`src/rtl/core/pngu_pkg.sv`:
```
// shared types and constants for the png scanline unfilter
package pngu_pkg;

    localparam int ROW_BYTES_W = 17;
    localparam int BPP_W       = 4;
    localparam int CFG_IDX_W   = 1;
    localparam int CFG_DATA_W  = 17;
    localparam int FILTER_MAX  = 4;

    // configuration register indexes
    localparam logic [CFG_IDX_W-1:0] CFG_IDX_ROW_BYTES = 1'b0;
    localparam logic [CFG_IDX_W-1:0] CFG_IDX_BPP       = 1'b1;

    typedef enum logic [2:0] {
        F_NONE  = 3'd0,
        F_SUB   = 3'd1,
        F_UP    = 3'd2,
        F_AVG   = 3'd3,
        F_PAETH = 3'd4
    } t_filter;

    // what a beat turns into once it reaches the reconstruction stage
    typedef enum logic [1:0] {
        K_FILT = 2'd0,
        K_DATA = 2'd1,
        K_ERR  = 2'd2
    } t_kind;

    typedef struct packed {
        t_kind      kind;
        logic [7:0] data;
        t_filter    filt;
        logic       use_b;
        logic       last;
    } t_item;

endpackage

```
`src/rtl/core/pngu_front.sv`:
```
// row tracking: filter byte decode, byte position, prior row read issue
module pngu_front
    import pngu_pkg::*;
#(
    parameter int MAX_ROW_BYTES = 65536,
    parameter int AW            = 16,
    parameter int LW            = 17
) (
    input  logic                   i_clk,
    input  logic                   i_rst_n,
    input  logic                   i_fire,
    input  logic [7:0]             i_data,
    input  logic                   i_start,
    input  logic [ROW_BYTES_W-1:0] i_row_bytes,
    output logic                   o_load,
    output t_item                  o_item,
    output logic [AW-1:0]          o_pos
);

    logic          r_in_row,     n_in_row;
    logic [AW-1:0] r_pos,        n_pos;
    t_filter       r_filter,     n_filter;
    logic          r_have_prior, n_have_prior;
    logic          r_err_hold,   n_err_hold;

    logic [LW-1:0] row_len_raw;
    logic [LW-1:0] row_len;
    logic          is_last;

    // zero acts as one, oversized saturates
    always_comb begin
        row_len_raw = LW'(i_row_bytes);
        if (row_len_raw == '0) begin
            row_len = LW'(1);
        end else if (row_len_raw > LW'(MAX_ROW_BYTES)) begin
            row_len = LW'(MAX_ROW_BYTES);
        end else begin
            row_len = row_len_raw;
        end
    end

    assign is_last = (LW'(r_pos) + LW'(1)) >= row_len;

    always_comb begin
        n_in_row     = r_in_row;
        n_pos        = r_pos;
        n_filter     = r_filter;
        n_have_prior = r_have_prior;
        n_err_hold   = r_err_hold;
        o_load       = 1'b0;
        o_item       = '{kind: K_FILT, data: i_data, filt: r_filter,
                         use_b: r_have_prior, last: is_last};
        if (i_fire) begin
            if (i_start) begin
                n_in_row     = 1'b0;
                n_have_prior = 1'b0;
                n_err_hold   = 1'b0;
            end
            if (i_start || !r_err_hold) begin
                if (i_start || !r_in_row) begin
                    if (i_data > 8'(FILTER_MAX)) begin
                        n_err_hold  = 1'b1;
                        o_load      = 1'b1;
                        o_item.kind = K_ERR;
                    end else begin
                        n_filter    = t_filter'(i_data[2:0]);
                        n_in_row    = 1'b1;
                        n_pos       = '0;
                        o_load      = 1'b1;
                        o_item.kind = K_FILT;
                    end
                end else begin
                    o_load      = 1'b1;
                    o_item.kind = K_DATA;
                    if (is_last) begin
                        n_in_row     = 1'b0;
                        n_have_prior = 1'b1;
                    end else begin
                        n_pos = r_pos + AW'(1);
                    end
                end
            end
        end
    end

    always_ff @(posedge i_clk) begin
        if (!i_rst_n) begin
            r_in_row     <= 1'b0;
            r_pos        <= '0;
            r_filter     <= F_NONE;
            r_have_prior <= 1'b0;
            r_err_hold   <= 1'b0;
        end else begin
            r_in_row     <= n_in_row;
            r_pos        <= n_pos;
            r_filter     <= n_filter;
            r_have_prior <= n_have_prior;
            r_err_hold   <= n_err_hold;
        end
    end

    assign o_pos = r_pos;

endmodule

```
`config.mk`:
```
export PLATFORM = sky130hd
export DESIGN_NAME = pngu_front
export DESIGN_NICKNAME = d
export VERILOG_FILES = /design/src/rtl/core/pngu_pkg.sv /design/src/rtl/core/pngu_front.sv
export SDC_FILE = /design/constraint.sdc
export NUM_CORES = 1
export LEC_CHECK = 0
export BUFFER_PORTS_ARGS = -buffer_cell sky130_fd_sc_hd__buf_2
export CAP_MARGIN = 20
export CORE_MARGIN = 5
export CORE_UTILIZATION = 51
export CTS_BUF_LIST = sky130_fd_sc_hd__clkbuf_16
export DETAILED_ROUTE_END_ITERATION = 8
export PLACE_DENSITY_LB_ADDON = 0.05
export SYNTH_ARGS = -nofsm -noshare
export SYNTH_HDL_FRONTEND = slang
export SYNTH_SLANG_ARGS = --single-unit
```
`constraint.sdc`:
```
create_clock -name i_clk -period 6.4 [get_ports i_clk]
set_clock_uncertainty 0.1 [all_clocks]
set_input_delay 0 -clock i_clk [delete_from_list [all_inputs] [get_ports i_clk]]
set_output_delay 0 -clock i_clk [all_outputs]
set_load 0.01 [all_outputs]
```
==> results.cfg <==
[worst_setup_path]
path_buf_inv = 0
worst_path_arrival_ns = 3.52
worstSetupStartpoint = o_pos[0]
worst_ep_required_time_ns = 6.42
critPathSlowestCell = sky130_fd_sc_hd__o31ai_4
worst-r2r-cell-count = 12
critical_path_peak_fanout = 12
timing.critical_path.max_delay_family = compound AO/OA/AOI/OAI gates
crit_chain = ha_1 > nand4_1 > nor3_2 > nand3_1 > xnor2_1 > ha_1 > a21oi_1 > o21ai_1 > a21oi_1 > nand3_2 > o31ai_4 > o2bb2ai_1
critical_path_class = flop to flop
r2r-start = o_pos[0]
cp_num_cells = 12
crit_path_largest_cell_delay_ns = 0.53
setup.worst_path.end_class = flop
critPathLaunchType = flop

[logic_synthesis]
synth.avg_cell_area_um2 = 7.83
synth_area_leaders = sky130_fd_sc_hd__dfxtp_1, sky130_fd_sc_hd__ha_1, sky130_fd_sc_hd__nand2_1, sky130_fd_sc_hd__buf_4, sky130_fd_sc_hd__and3_1
synth.distinct_cells = 45
synthDominantAreaCellType = sky130_fd_sc_hd__dfxtp_1
mappedNetlistArea_um2 = 1930
part_of_the_yosys_area_used_for_sequential_elements_pct = 22.9
synth.cells.most_frequent = sky130_fd_sc_hd__nand2_1, sky130_fd_sc_hd__dfxtp_1, sky130_fd_sc_hd__ha_1
synth_edf_count = 0
postSynthNetCount = 293
synth_warnings = 0
post_synth_inst_count = 246
synth-seq-cells = 22
post_synth_arst_share_pct = 0
netlist.area_leader.share_pct = 22.9
yosysMostFrequentCell = sky130_fd_sc_hd__nand2_1
yosys_most_used_dff = sky130_fd_sc_hd__dfxtp_1

[cells_and_area]
post_layout_nonfiller_instances = 343
area_overhead_of_the_layout_relative_to_synthesis_pct = 18.6
finalCoreUtilization_pct = 62.4
antenna_cells = 0
fin_nets = 344
final.fill_count = 338
multi_input_combinational_cell_area_um2 = 1300
drive_above_1_share_pct = 25.4
regArea_um2 = 440

[routing]
maxUsedRoutingLayer = met4
via_per_inst = 5.55
firstDrtPassIters = 4
drt-met1-wl_um = 2490
routed-wl-met2_um = 2280
route.detailed.drc = 0
met3_wirelength_um = 253
drt_wl_total_um = 5040
ant_nets = 0
first_iter_violations = 161
num_vias = 1903
post_drt_wl_per_cell_um = 14.7

[global_route]
grt_use_total_pct = 19.6
grt_first_pass_wirelength_um = 8220
grt_start_max_net_pins = 13
initial_antenna_violation_count = 0
grt_pass1_vias = 1726
grt-ovfl-total = 0

[clock_network]
cts-htree-levels = 1
clk_path_buf_depth = 2
cts.hold.buffers_added = 6
postcts_setup_bufs = 0
numCtsBuffers = 3
clock_sink_count = 22
cts-resized-gates = 0
ctsRootBufferMaster = sky130_fd_sc_hd__clkbuf_16
cts_tree = yes
clock_latency_ns = 0.25
clk_pin_slew_ns = 0.06

[sta]
report.final.slew_viol_count = 0
grt_setup_unrepaired = false
final-hold-violation-count = 0
timing.hold.ws_ns = 0.101
worst_relative_slew_slack_pct = 54.9
max_freq_mhz = 286
final.setup.tns_ns = 0
final_min_period_over_clock_period_pct = 54.7
timing.final.crit_period_ns = 3.50
worstMarginPinSlew_ns = 0.672
setup-violations-final = 0

[floorplanning]
placeableCoreArea_um2 = 3660
count_of_pins_on_the_block_boundary = 61
dieArea_um2 = 5110
die_extent_in_y_um = 71.5
die_x_um = 71.5
initial_core_util_pct = 52.6
core.rowCount = 22

[power_and_ir_drop]
p_leak_nw = 1.10
total_power_mw = 0.314
power_per_cell_area_nw_per_um2 = 138
power.ir.vdd_worst_v = 0.000108

[place]
finalWeightedCongestion = 0.875
port_buffers = 60
placedCellCount = 334
dp_hpwl_um = 3910

[min_path]
timing.hold.worst.class = primary input to primary output
min-delay-start = i_data[7]
holdPathStages = 2

[run_status]
status = complete, no violations

[job]
timing.max_cap.violations = 0
state kept, by name, summed over array words and instances (netlist names):
| signal | count |
|---|---|
| r_err_hold | 1 |
| r_in_row | 1 |
| o_pos | 16 |
| r_filter | 3 |
| r_have_prior | 1 |
layout by cell type (no fill, tap or decap), types with 4 or more instances in the layout:
cell                             n
sky130_fd_sc_hd__o21ai_0         5
sky130_fd_sc_hd__nor4_1          7
sky130_fd_sc_hd__o21ai_1         5
sky130_fd_sc_hd__ha_1           18
sky130_fd_sc_hd__nand3_1        12
sky130_fd_sc_hd__a31oi_1         5
sky130_fd_sc_hd__dlygate4sd3_1   6
sky130_fd_sc_hd__and3_1         12
sky130_fd_sc_hd__nor2_1         12
sky130_fd_sc_hd__o2bb2ai_1       5
sky130_fd_sc_hd__mux2i_1         5
sky130_fd_sc_hd__buf_2          60
sky130_fd_sc_hd__nor3_1          4
sky130_fd_sc_hd__nand2_1        35
sky130_fd_sc_hd__inv_1          14
sky130_fd_sc_hd__dfxtp_1        22
sky130_fd_sc_hd__xor2_1          4
sky130_fd_sc_hd__xnor2_1         7
sky130_fd_sc_hd__a21oi_1         8
sky130_fd_sc_hd__nand4_1         6
per-layer routing:
metal | up-vias | global-route usage [%]
met3 | 4 | 3.79
li1 | 984 | -
met2 | 47 | 29.4
met4 | 0 | 2.30
met5 | - | 0
met1 | 868 | 29.7
power breakdown:
group	total (mW)	internal, mW	switching [mW]
logic	0.0452	0.0201	0.0252
registers	0.139	0.138	0.000759
clock network	0.130	0.0825	0.0475
total	0.314	0.241	0.0734
cell type report:
cell class                      instances  share of cell area (%)
Sequential cell                        22                    19.3
Inverter                               14                    2.30
Timing Repair Buffer                   66                    15.8
Multi-Input combinational cell        190                    56.7
Tap cell                               48                    2.63
Clock buffer                            3                    3.29
logic make-up after synthesis:
family          after synthesis  synth area share [%]
xor+xnor                     11                  5.00
simple gates                107                  29.3
compound gates               49                  18.7
mux                           5                  2.60
fa+ha+maj                    18                  11.7
buf+inv                      34                  9.87
flops                        22                  22.9
final timing paths:
kind | endpoint | slack [ns]
hold reg to reg | r_have_prior | 0.35
setup / recovery | o_pos[12] | 2.90
setup reg to reg | o_pos[12] | 2.90
hold / removal | o_item[12] | 0.10
through the flow:
step,setup WS (ns),instance area [um^2]
finish,2.90,2280
global placement,2.93,2150
floorplan,3.38,1930
global route,2.51,2280
detailed placement,2.92,2150
CTS,2.87,2280
Power figures use the tool's default switching activity.
