$ cat config.mk
export PLATFORM = sky130hd
export DESIGN_NAME = pngu_recon
export DESIGN_NICKNAME = d
export VERILOG_FILES = /design/src/rtl/core/pngu_pkg.sv /design/src/rtl/core/pngu_recon.sv
export SDC_FILE = /design/constraint.sdc
export NUM_CORES = 1
export LEC_CHECK = 0
export BUFFER_PORTS_ARGS = -buffer_cell sky130_fd_sc_hd__buf_2
export CAP_MARGIN = 30
export CORE_MARGIN = 2
export CORE_UTILIZATION = 55
export CTS_CLUSTER_DIAMETER = 120
export DETAILED_ROUTE_END_ITERATION = 10
export HOLD_SLACK_MARGIN = 0.15
export PLACE_DENSITY_LB_ADDON = 0.08
export SYNTH_ARGS = -nofsm -noshare
export SYNTH_HDL_FRONTEND = slang
export SYNTH_SLANG_ARGS = --single-unit
$ cat constraint.sdc
create_clock -name i_clk -period 12.55 [get_ports i_clk]
set_input_delay 1.255 -clock i_clk [delete_from_list [all_inputs] [get_ports i_clk]]
set_output_delay 1.255 -clock i_clk [all_outputs]
set_load 0.05 [all_outputs]
$ cat src/rtl/core/pngu_pkg.sv
// shared types and constants for the png scanline unfilter
package pngu_pkg;

    localparam int ROW_BYTES_W = 17;
    localparam int BPP_W       = 4;
    localparam int CFG_IDX_W   = 1;
    localparam int CFG_DATA_W  = 17;
    localparam int FILTER_MAX  = 4;

    // configuration register indexes
    localparam logic [CFG_IDX_W-1:0] CFG_IDX_ROW_BYTES = 1'b0;
    localparam logic [CFG_IDX_W-1:0] CFG_IDX_BPP       = 1'b1;

    typedef enum logic [2:0] {
        F_NONE  = 3'd0,
        F_SUB   = 3'd1,
        F_UP    = 3'd2,
        F_AVG   = 3'd3,
        F_PAETH = 3'd4
    } t_filter;

    // what a beat turns into once it reaches the reconstruction stage
    typedef enum logic [1:0] {
        K_FILT = 2'd0,
        K_DATA = 2'd1,
        K_ERR  = 2'd2
    } t_kind;

    typedef struct packed {
        t_kind      kind;
        logic [7:0] data;
        t_filter    filt;
        logic       use_b;
        logic       last;
    } t_item;

endpackage

$ cat src/rtl/core/pngu_recon.sv
// reconstruction stage: predictor, neighbor windows, write back, output register
module pngu_recon
    import pngu_pkg::*;
#(
    parameter int AW = 16
) (
    input  logic             i_clk,
    input  logic             i_rst_n,
    input  logic             i_load,
    input  t_item            i_item,
    input  logic [AW-1:0]    i_pos,
    input  logic [7:0]       i_rd_data,
    input  logic [BPP_W-1:0] i_bpp,
    output logic             o_ready,
    output logic             o_we,
    output logic [AW-1:0]    o_waddr,
    output logic [7:0]       o_wdata,
    output logic             o_valid,
    input  logic             i_out_ready,
    output logic [7:0]       o_value,
    output logic             o_last,
    output logic             o_bad
);

    logic            r_v;
    t_item           r_item;
    logic [AW-1:0]   r_pos;
    logic [7:0][7:0] r_left,  n_left;
    logic [7:0][7:0] r_upleft, n_upleft;
    logic            r_ov,    n_ov;
    logic [7:0]      r_value, n_value;
    logic            r_last,  n_last;
    logic            r_bad,   n_bad;

    logic [2:0] dist_idx;
    logic [7:0] a_v, b_v, c_v, pred, val;
    logic [8:0] avg_sum;
    logic       fire;
    logic       out_free;

    function automatic logic [7:0] paeth(input logic [7:0] a, input logic [7:0] b,
                                         input logic [7:0] c);
        logic signed [9:0] p, da, db, dc;
        p  = $signed({2'b00, a}) + $signed({2'b00, b}) - $signed({2'b00, c});
        da = (p > $signed({2'b00, a})) ? p - $signed({2'b00, a}) : $signed({2'b00, a}) - p;
        db = (p > $signed({2'b00, b})) ? p - $signed({2'b00, b}) : $signed({2'b00, b}) - p;
        dc = (p > $signed({2'b00, c})) ? p - $signed({2'b00, c}) : $signed({2'b00, c}) - p;
        if (da <= db && da <= dc) begin
            return a;
        end else if (db <= dc) begin
            return b;
        end else begin
            return c;
        end
    endfunction

    // filter distance clamped to 1..8
    always_comb begin
        if (i_bpp == '0) begin
            dist_idx = 3'd0;
        end else if (i_bpp > BPP_W'(8)) begin
            dist_idx = 3'd7;
        end else begin
            dist_idx = 3'(i_bpp - BPP_W'(1));
        end
    end

    assign a_v     = r_left[dist_idx];
    assign c_v     = r_upleft[dist_idx];
    assign b_v     = r_item.use_b ? i_rd_data : 8'd0;
    assign avg_sum = {1'b0, a_v} + {1'b0, b_v};

    always_comb begin
        unique case (r_item.filt)
            F_NONE:  pred = 8'd0;
            F_SUB:   pred = a_v;
            F_UP:    pred = b_v;
            F_AVG:   pred = avg_sum[8:1];
            F_PAETH: pred = paeth(a_v, b_v, c_v);
            default: pred = 8'd0;
        endcase
    end

    assign val = r_item.data + pred;

    // filter beats retire without touching the output register
    assign out_free = !r_ov || i_out_ready;
    assign fire     = r_v && (r_item.kind == K_FILT || out_free);
    assign o_ready  = !r_v || fire;

    assign o_we    = fire && r_item.kind == K_DATA;
    assign o_waddr = r_pos;
    assign o_wdata = val;

    always_comb begin
        n_left   = r_left;
        n_upleft = r_upleft;
        n_ov     = r_ov && !i_out_ready;
        n_value  = r_value;
        n_last   = r_last;
        n_bad    = r_bad;
        if (fire) begin
            unique case (r_item.kind)
                K_FILT: begin
                    n_left   = '0;
                    n_upleft = '0;
                end
                K_DATA: begin
                    n_left   = {r_left[6:0], val};
                    n_upleft = {r_upleft[6:0], b_v};
                    n_ov     = 1'b1;
                    n_value  = val;
                    n_last   = r_item.last;
                    n_bad    = 1'b0;
                end
                K_ERR: begin
                    n_ov    = 1'b1;
                    n_value = 8'd0;
                    n_last  = 1'b0;
                    n_bad   = 1'b1;
                end
                default: begin
                    n_ov = r_ov && !i_out_ready;
                end
            endcase
        end
    end

    always_ff @(posedge i_clk) begin
        if (!i_rst_n) begin
            r_v      <= 1'b0;
            r_ov     <= 1'b0;
            r_left   <= '0;
            r_upleft <= '0;
        end else begin
            r_v      <= i_load || (r_v && !fire);
            r_ov     <= n_ov;
            r_left   <= n_left;
            r_upleft <= n_upleft;
        end
    end

    always_ff @(posedge i_clk) begin
        if (i_load) begin
            r_item <= i_item;
            r_pos  <= i_pos;
        end
        r_value <= n_value;
        r_last  <= n_last;
        r_bad   <= n_bad;
    end

    assign o_valid = r_ov;
    assign o_value = r_value;
    assign o_last  = r_last;
    assign o_bad   = r_bad;

endmodule

==> impl_metrics.csv, run 1 <==
group,metric,value,unit
outcome,status,"finished, final reports clean",
routing,viasPerCell,5.94,
synth,synth_area,11500,um^2
global_route,first_global_vias,9111,
global_route,grt_max_degree,133,
place,io_buffers,83,
sta,clock_skew,11.5,ps
clock_tree,clk_pin_slew,80,ps
clock_tree,cts_tree,"yes",
final_layout,final_nets,1493,
final_layout,fin_cells,1611,
power,seq_power_share,25.1,%
sta,tightestPinTransition,994,ps
setup_path,cp_slowest_stage_delay,490,ps
routing,antenna_left,0,
routing,wl_per_cell,19.2,um
routing,first_pass_iters,6,
final_layout,drive_above_1_share,23.6,%
die,core_area,20400,um^2
routing,drt_wl_total,30900,um
final_layout,seqCellArea,3830,um^2
routing,remaining_drc_errors,0,
sta,whs,523,ps
synth,yosysUniqueCellTypes,65,
setup_path,critical_path_class,"input pin to primary output",
synth,syn_inst,1194,
power,p_clk_share,23.6,%
job,cap_viol_max_count,0,
die,die-height,149,um
synth,synth_top_family_by_area,"compound AO/OA/AOI/OAI gates",
clock_tree,clk_latency,430,ps
place,dp_hpwl,22900,um
synth,muxShareOfSynthArea,9.82,%
sta,setup_tns,0,ps
sta,setup_viol,0,
sta,slew_violations,0,
synth,synth-seq-cells,171,
clock_tree,clock_sinks,171,
synth,synth_area_per_cell,9.66,um^2
power,switching_share,40.1,%
synth,syn_nets,1359,
die,core.rowCount,52,
final_layout,multi_input_area,7440,um^2
synth,synth_adder_area_share,14.0,%
synth,synth_xor_xnor_area_share,3.42,%
setup_path,slowest_stage,"fa_1",
routing,drt_iter0_drc,755,
final_layout,area_growth,20.1,%
synth,ys_async_sr_fraction,0,%
die,die-area,22200,um^2
synth,synth_warnings,0,
global_route,grt_pass1_wl,48000,um
power,leakagePower,5.73,nW
final_layout,n_antenna_cell,0,
global_route,antenna_found_initial,0,
power,p_comb_share,51.4,%
sta,min_period,12120,ps
die,start_util,56.5,%
setup_path,cp.required,11300,ps
setup_path,start_kind,"input pin",
die,die_width,149,um
global_route,overflow,0,
power,powerDensity,169,nW/um^2
clock_tree,postCtsHoldBufs,0,
place,placed_cells,1557,
synth,ys.flop_type,"dfxtp_1",
setup_path,worstPathMaxFanout,5,
clock_tree,htree_levels,4,
worst_hold_path,min_path_type,"register to register",
power,p_int,1.40,mW
clock_tree,root_buffer,"clkbuf_16",
synth,synth_edf_count,41,
power,netSwitchingPower,941,uW
global_route,grt_util_all_layers,27.6,%
sta,post-route-period-util,96.6,%
sta,slew_headroom,33.7,%
synth,ys_seq_area_share,33.2,%
place,place.gp.congestion,0.955,
clock_tree,clk_path_buf_depth,2,
sta,hold_violations,0,
setup_path,end_kind,"primary output",
setup_path,arrival,10870,ps
final_layout,fillers,1678,
die,ios,84,
sta,fmaxAchievable,82.5,MHz
synth,synth-compound-area-share,20.7,%
synth,yosys.area_share.simple,13.8,%
clock_tree,numCtsBuffers,17,
power,max-vdd-ir-drop,0.121,mV
routing,via_count,9572,
==> registers in the layout, indices dropped and copies added (netlist names) <==
name and cells:
o_waddr 16, o_bad 1, o_last 1, r_left 64, r_item 15, r_v 1
r_upleft 64, o_value 8, o_valid 1
==> per-stage QoR <==
| step | power [mW] | utilization (%) | area, um^2 | worst slack [ps] |
|---|---|---|---|---|
| after floorplan | 1.36 | - | 11600 | 1.81 |
| after global placement | 1.65 | 62.2 | 12700 | -302 |
| after detailed placement | 1.66 | 62.5 | 12800 | -368 |
| after CTS | 2.24 | 65.9 | 13500 | 1.78 |
| after global routing | 2.47 | 67.8 | 13900 | -58.8 |
| final | 2.34 | 67.8 | 13900 | 428 |
==> cells in the mapped netlist (4+ instances only) <==
master,count,area [um^2]
a211oi_1,8,60.1
a21boi_0,5,37.5
a21o_1,28,210
a21oi_1,72,360
a221oi_1,4,35.0
a22oi_1,128,961
a31oi_1,6,37.5
and2_1,5,31.3
and3_1,4,25.0
buf_1,6,22.5
clkbuf_1,60,225
dfxtp_1,130,2600
edfxtp_1,41,1230
fa_1,16,320
ha_1,102,1280
inv_1,87,327
mux2_2,5,56.3
mux2i_1,33,330
mux4_2,32,721
nand2_1,40,150
nand2b_1,10,62.6
nand3_1,7,35.0
nand3b_1,6,45.0
nand4_1,9,56.3
nor2_1,50,188
nor2b_1,142,888
nor3_1,4,20.0
o211ai_1,5,37.5
o21a_1,4,30.0
o21ai_0,42,210
o21bai_1,11,82.6
o22a_1,5,43.8
xnor2_1,27,236
xor2_1,13,114
==> critical path: cells and delay by family <==
| family | cells | cell delay [ps] |
|---|---|---|
| mux | 3 | 840 |
| buf+inv | 12 | 1520 |
| simple gates | 8 | 1320 |
| compound gates | 17 | 2890 |
| fa+ha+maj | 7 | 2240 |
| xor+xnor | 4 | 810 |
==> repair_timing <==
item,CTS,global route
gates resized for setup,12,51
setup buffers,2,19
cloned,0,1
endpoints found under the setup margin,5,7
pin swaps,4,25
==> power by group through the flow <==
| stage | clock [mW] | combinational [mW] | sequential (mW) |
|---|---|---|---|
| finish | 0.552 | 1.20 | 0.588 |
| global route | 0.584 | 1.30 | 0.589 |
| CTS | 0.563 | 1.09 | 0.588 |
| detailed placement | 0 | 1.06 | 0.600 |
| global placement | 0 | 1.05 | 0.600 |
| floorplan | 0 | 0.737 | 0.620 |
==> cell families after synthesis <==
group,after synthesis
adders and majority gates,120
buffers and inverters,154
xor gates and xnor gates,42
AOI/OAI and AO/OA,346
and+or+nand+nor,289
DFF,171
muxes,72
==> placed cells by master, fill, tap and decap left out, types with 5 or more instances in the layout <==
master     Yosys  layout
xnor2_2        1       5
a21o_1        28      28
edfxtp_1      41      41
fa_1          16      15
nand3_1        7       7
a21oi_1       72      64
and2_1         5       5
ha_1         102      97
a22oi_1      128     128
buf_4          0      89
o21ai_0       42      36
nor2_1        50      50
nand4_1        9       9
o22a_1         5       5
xor2_1        13      10
clkbuf_16      0      19
inv_8          0       5
mux4_2        32      32
mux2i_1       33      25
mux2i_2        0       6
nand2b_1      10       9
nand2_1       40      38
xnor2_1       27      23
o21bai_1      11      10
buf_6          0       5
buf_2          1      81
nand3b_1       6       6
dfxtp_1      130     130
nor2b_1      142     141
o211ai_1       5       5
a21oi_2        0       7
o21ai_1        2       7
a31oi_1        6       6
a211oi_2       0       5
inv_1         87      86
==> area by class of cell <==
type / count / area share [%]
tap: 270 / 2.44
timing repair buffer: 182 / 9.31
inverter: 87 / 2.36
multi-input combinational: 869 / 53.7
clock buffer: 19 / 3.35
sequential: 171 / 27.7
clock inverter: 13 / 1.21
==> worst paths after layout <==
check	start	endpoint	slack, ps	cells after the start
max	i_bpp[0]	o_wdata[7]	430	51
min	r_upleft[61]	r_upleft[61]	520	2
max reg2reg	r_upleft[41]	r_left[7]	3140	44
min reg2reg	r_upleft[61]	r_upleft[61]	520	2
==> routing by layer <==
layer / part of all wire [%] / vias up / global-route usage (%)
met5: 0 / - / 0
met2: 47 / 286 / 45.0
li1: - / 4595 / -
met1: 45 / 4640 / 37.9
met3: 4.8 / 51 / 4.28
met4: 2.8 / 0 / 9.24
No activity file was read; power rests on OpenSTA's default activity.
==> run 2, diff against run 1 <==
--- a/config.mk
+++ b/config.mk
@@ -9,6 +9,7 @@
 export CAP_MARGIN = 30
 export CORE_MARGIN = 2
 export CORE_UTILIZATION = 55
+export CTS_BUF_LIST = sky130_fd_sc_hd__clkbuf_2 sky130_fd_sc_hd__clkbuf_4 sky130_fd_sc_hd__clkbuf_8
 export CTS_CLUSTER_DIAMETER = 120
 export DETAILED_ROUTE_END_ITERATION = 10
 export HOLD_SLACK_MARGIN = 0.15
==> impl_metrics.csv, run 2 (synthesis results as in run 1) <==
group,metric,value,unit
outcome,status,"finished, final reports clean",
global_route,grt_pass1_wl,48000,um
sta,post-route-period-util,97.4,%
place,dpl-instance-area,12800,um^2
place,dp_slack,-368,ps
clock_tree,clk_pin_slew,110,ps
final_layout,n_antenna_cell,0,
place,dp_hpwl,22900,um
routing,viasPerCell,5.91,
final_layout,fillers,1688,
die,ios,84,
routing,wl_per_cell,19.2,um
setup_path,cp_slowest_stage_delay,610,ps
routing,drt_iter0_drc,798,
setup_path,slowest_stage,"fa_2",
die,start_util,56.5,%
power,powerDensity,162,nW/um^2
clock_tree,root_buffer,"clkbuf_8",
final_layout,fin_cells,1613,
final_layout,final_common_cell,"nor2b_1",
power,leakagePower,5.66,nW
sta,setup_viol,0,
global_route,first_global_vias,9073,
clock_tree,postCtsHoldBufs,0,
routing,drt_wl_total,30900,um
die,core.rowCount,52,
setup_path,end_kind,"primary output",
clock_tree,htree_levels,4,
clock_tree,clk_latency,450,ps
global_route,overflow,0,
sta,slew_violations,0,
final_layout,multi_input_area,7480,um^2
final_layout,layout_common_cells,"nor2b_1, dfxtp_1, a22oi_1",
setup_path,start_kind,"input pin",
place,io_buffers,83,
final_layout,drive_above_1_share,24.0,%
die,die_width,149,um
die,die-height,149,um
sta,fmaxAchievable,81.8,MHz
final_layout,final_nets,1495,
clock_tree,numCtsBuffers,17,
clock_tree,clk_path_buf_depth,2,
place,placed_cells,1557,
sta,slew_headroom,32.2,%
setup_path,critical_path_class,"input pin to primary output",
power,max-vdd-ir-drop,0.0802,mV
job,cap_viol_max_count,0,
final_layout,postLayoutCellArea,13800,um^2
place,place.gp.congestion,0.955,
global_route,grt_util_all_layers,27.5,%
routing,antenna_left,0,
setup_path,arrival,10960,ps
clock_tree,clock_sinks,171,
clock_tree,cts_tree,"yes",
routing,first_pass_iters,6,
worst_hold_path,min_path_type,"register to register",
routing,via_count,9540,
routing,remaining_drc_errors,0,
sta,clock_skew,24.0,ps
die,die-area,22200,um^2
die,core_area,20400,um^2
sta,fin_ws,331,ps
final_layout,seqCellArea,3830,um^2
sta,min_period,12220,ps
global_route,antenna_found_initial,0,
power,p_total,2.23,mW
global_route,grt_max_degree,133,
final_layout,area_growth,19.2,%
sta,hold_violations,0,
setup_path,worstPathMaxFanout,6,
sta,tightestPinTransition,1020,ps
setup_path,cp.required,11300,ps
-- run 2: final cells by class --
type	instances	area share, %
inverter	87	2.37
timing repair buffer	184	9.68
multi-input combinational	869	54.4
sequential	171	27.9
clock buffer	18	1.80
tap	270	2.46
clock inverter	14	1.44
-- run 2: metrics by stage --
step                util, %  hold slack (ps)  setup TNS [ps]
floorplan                 -              482               0
global placement       62.2              499            -827
detailed placement     62.5              503           -1070
CTS                    65.1              534               0
global route           67.3              566           -80.3
finish                 67.3              529               0
-- run 2: path summary, 6_finish.rpt --
check	end	cells past startpoint	slack [ps]	startpoint
max	o_wdata[7]	51	330	i_bpp[0]
min	r_upleft[61]	2	530	r_upleft[61]
max reg2reg	r_left[7]	47	3020	r_upleft[41]
min reg2reg	r_upleft[61]	2	530	r_upleft[61]
-- run 2: critical path: cells and delay by family --
family                     cells  cell delay [ps]
AOI/OAI and AO/OA             19             3160
xor gates and xnor gates       4              740
adders and majority gates      7             2350
buffers and inverters         11             1290
muxes                          4             1000
and+or+nand+nor                6             1140
-- run 2: repair_timing --
action,in CTS,in global routing
pin swaps,4,21
cloned,0,2
setup buffers,4,18
setup endpoints to repair,5,7
resized for setup,13,52
-- run 2: layer usage --
layer	global-route usage, %	vias up	share of wire, %
met4	8.90	0	2.5
met3	4.31	43	4.8
met1	37.9	4635	45
met5	0	-	0
met2	44.7	265	48
li1	-	4597	-
-- run 2: power by group --
group	switching [mW]	internal (mW)	leakage (nW)
Sequential	0.00832	0.580	1.44
Combinational	0.684	0.531	3.99
Clock	0.233	0.195	0.218
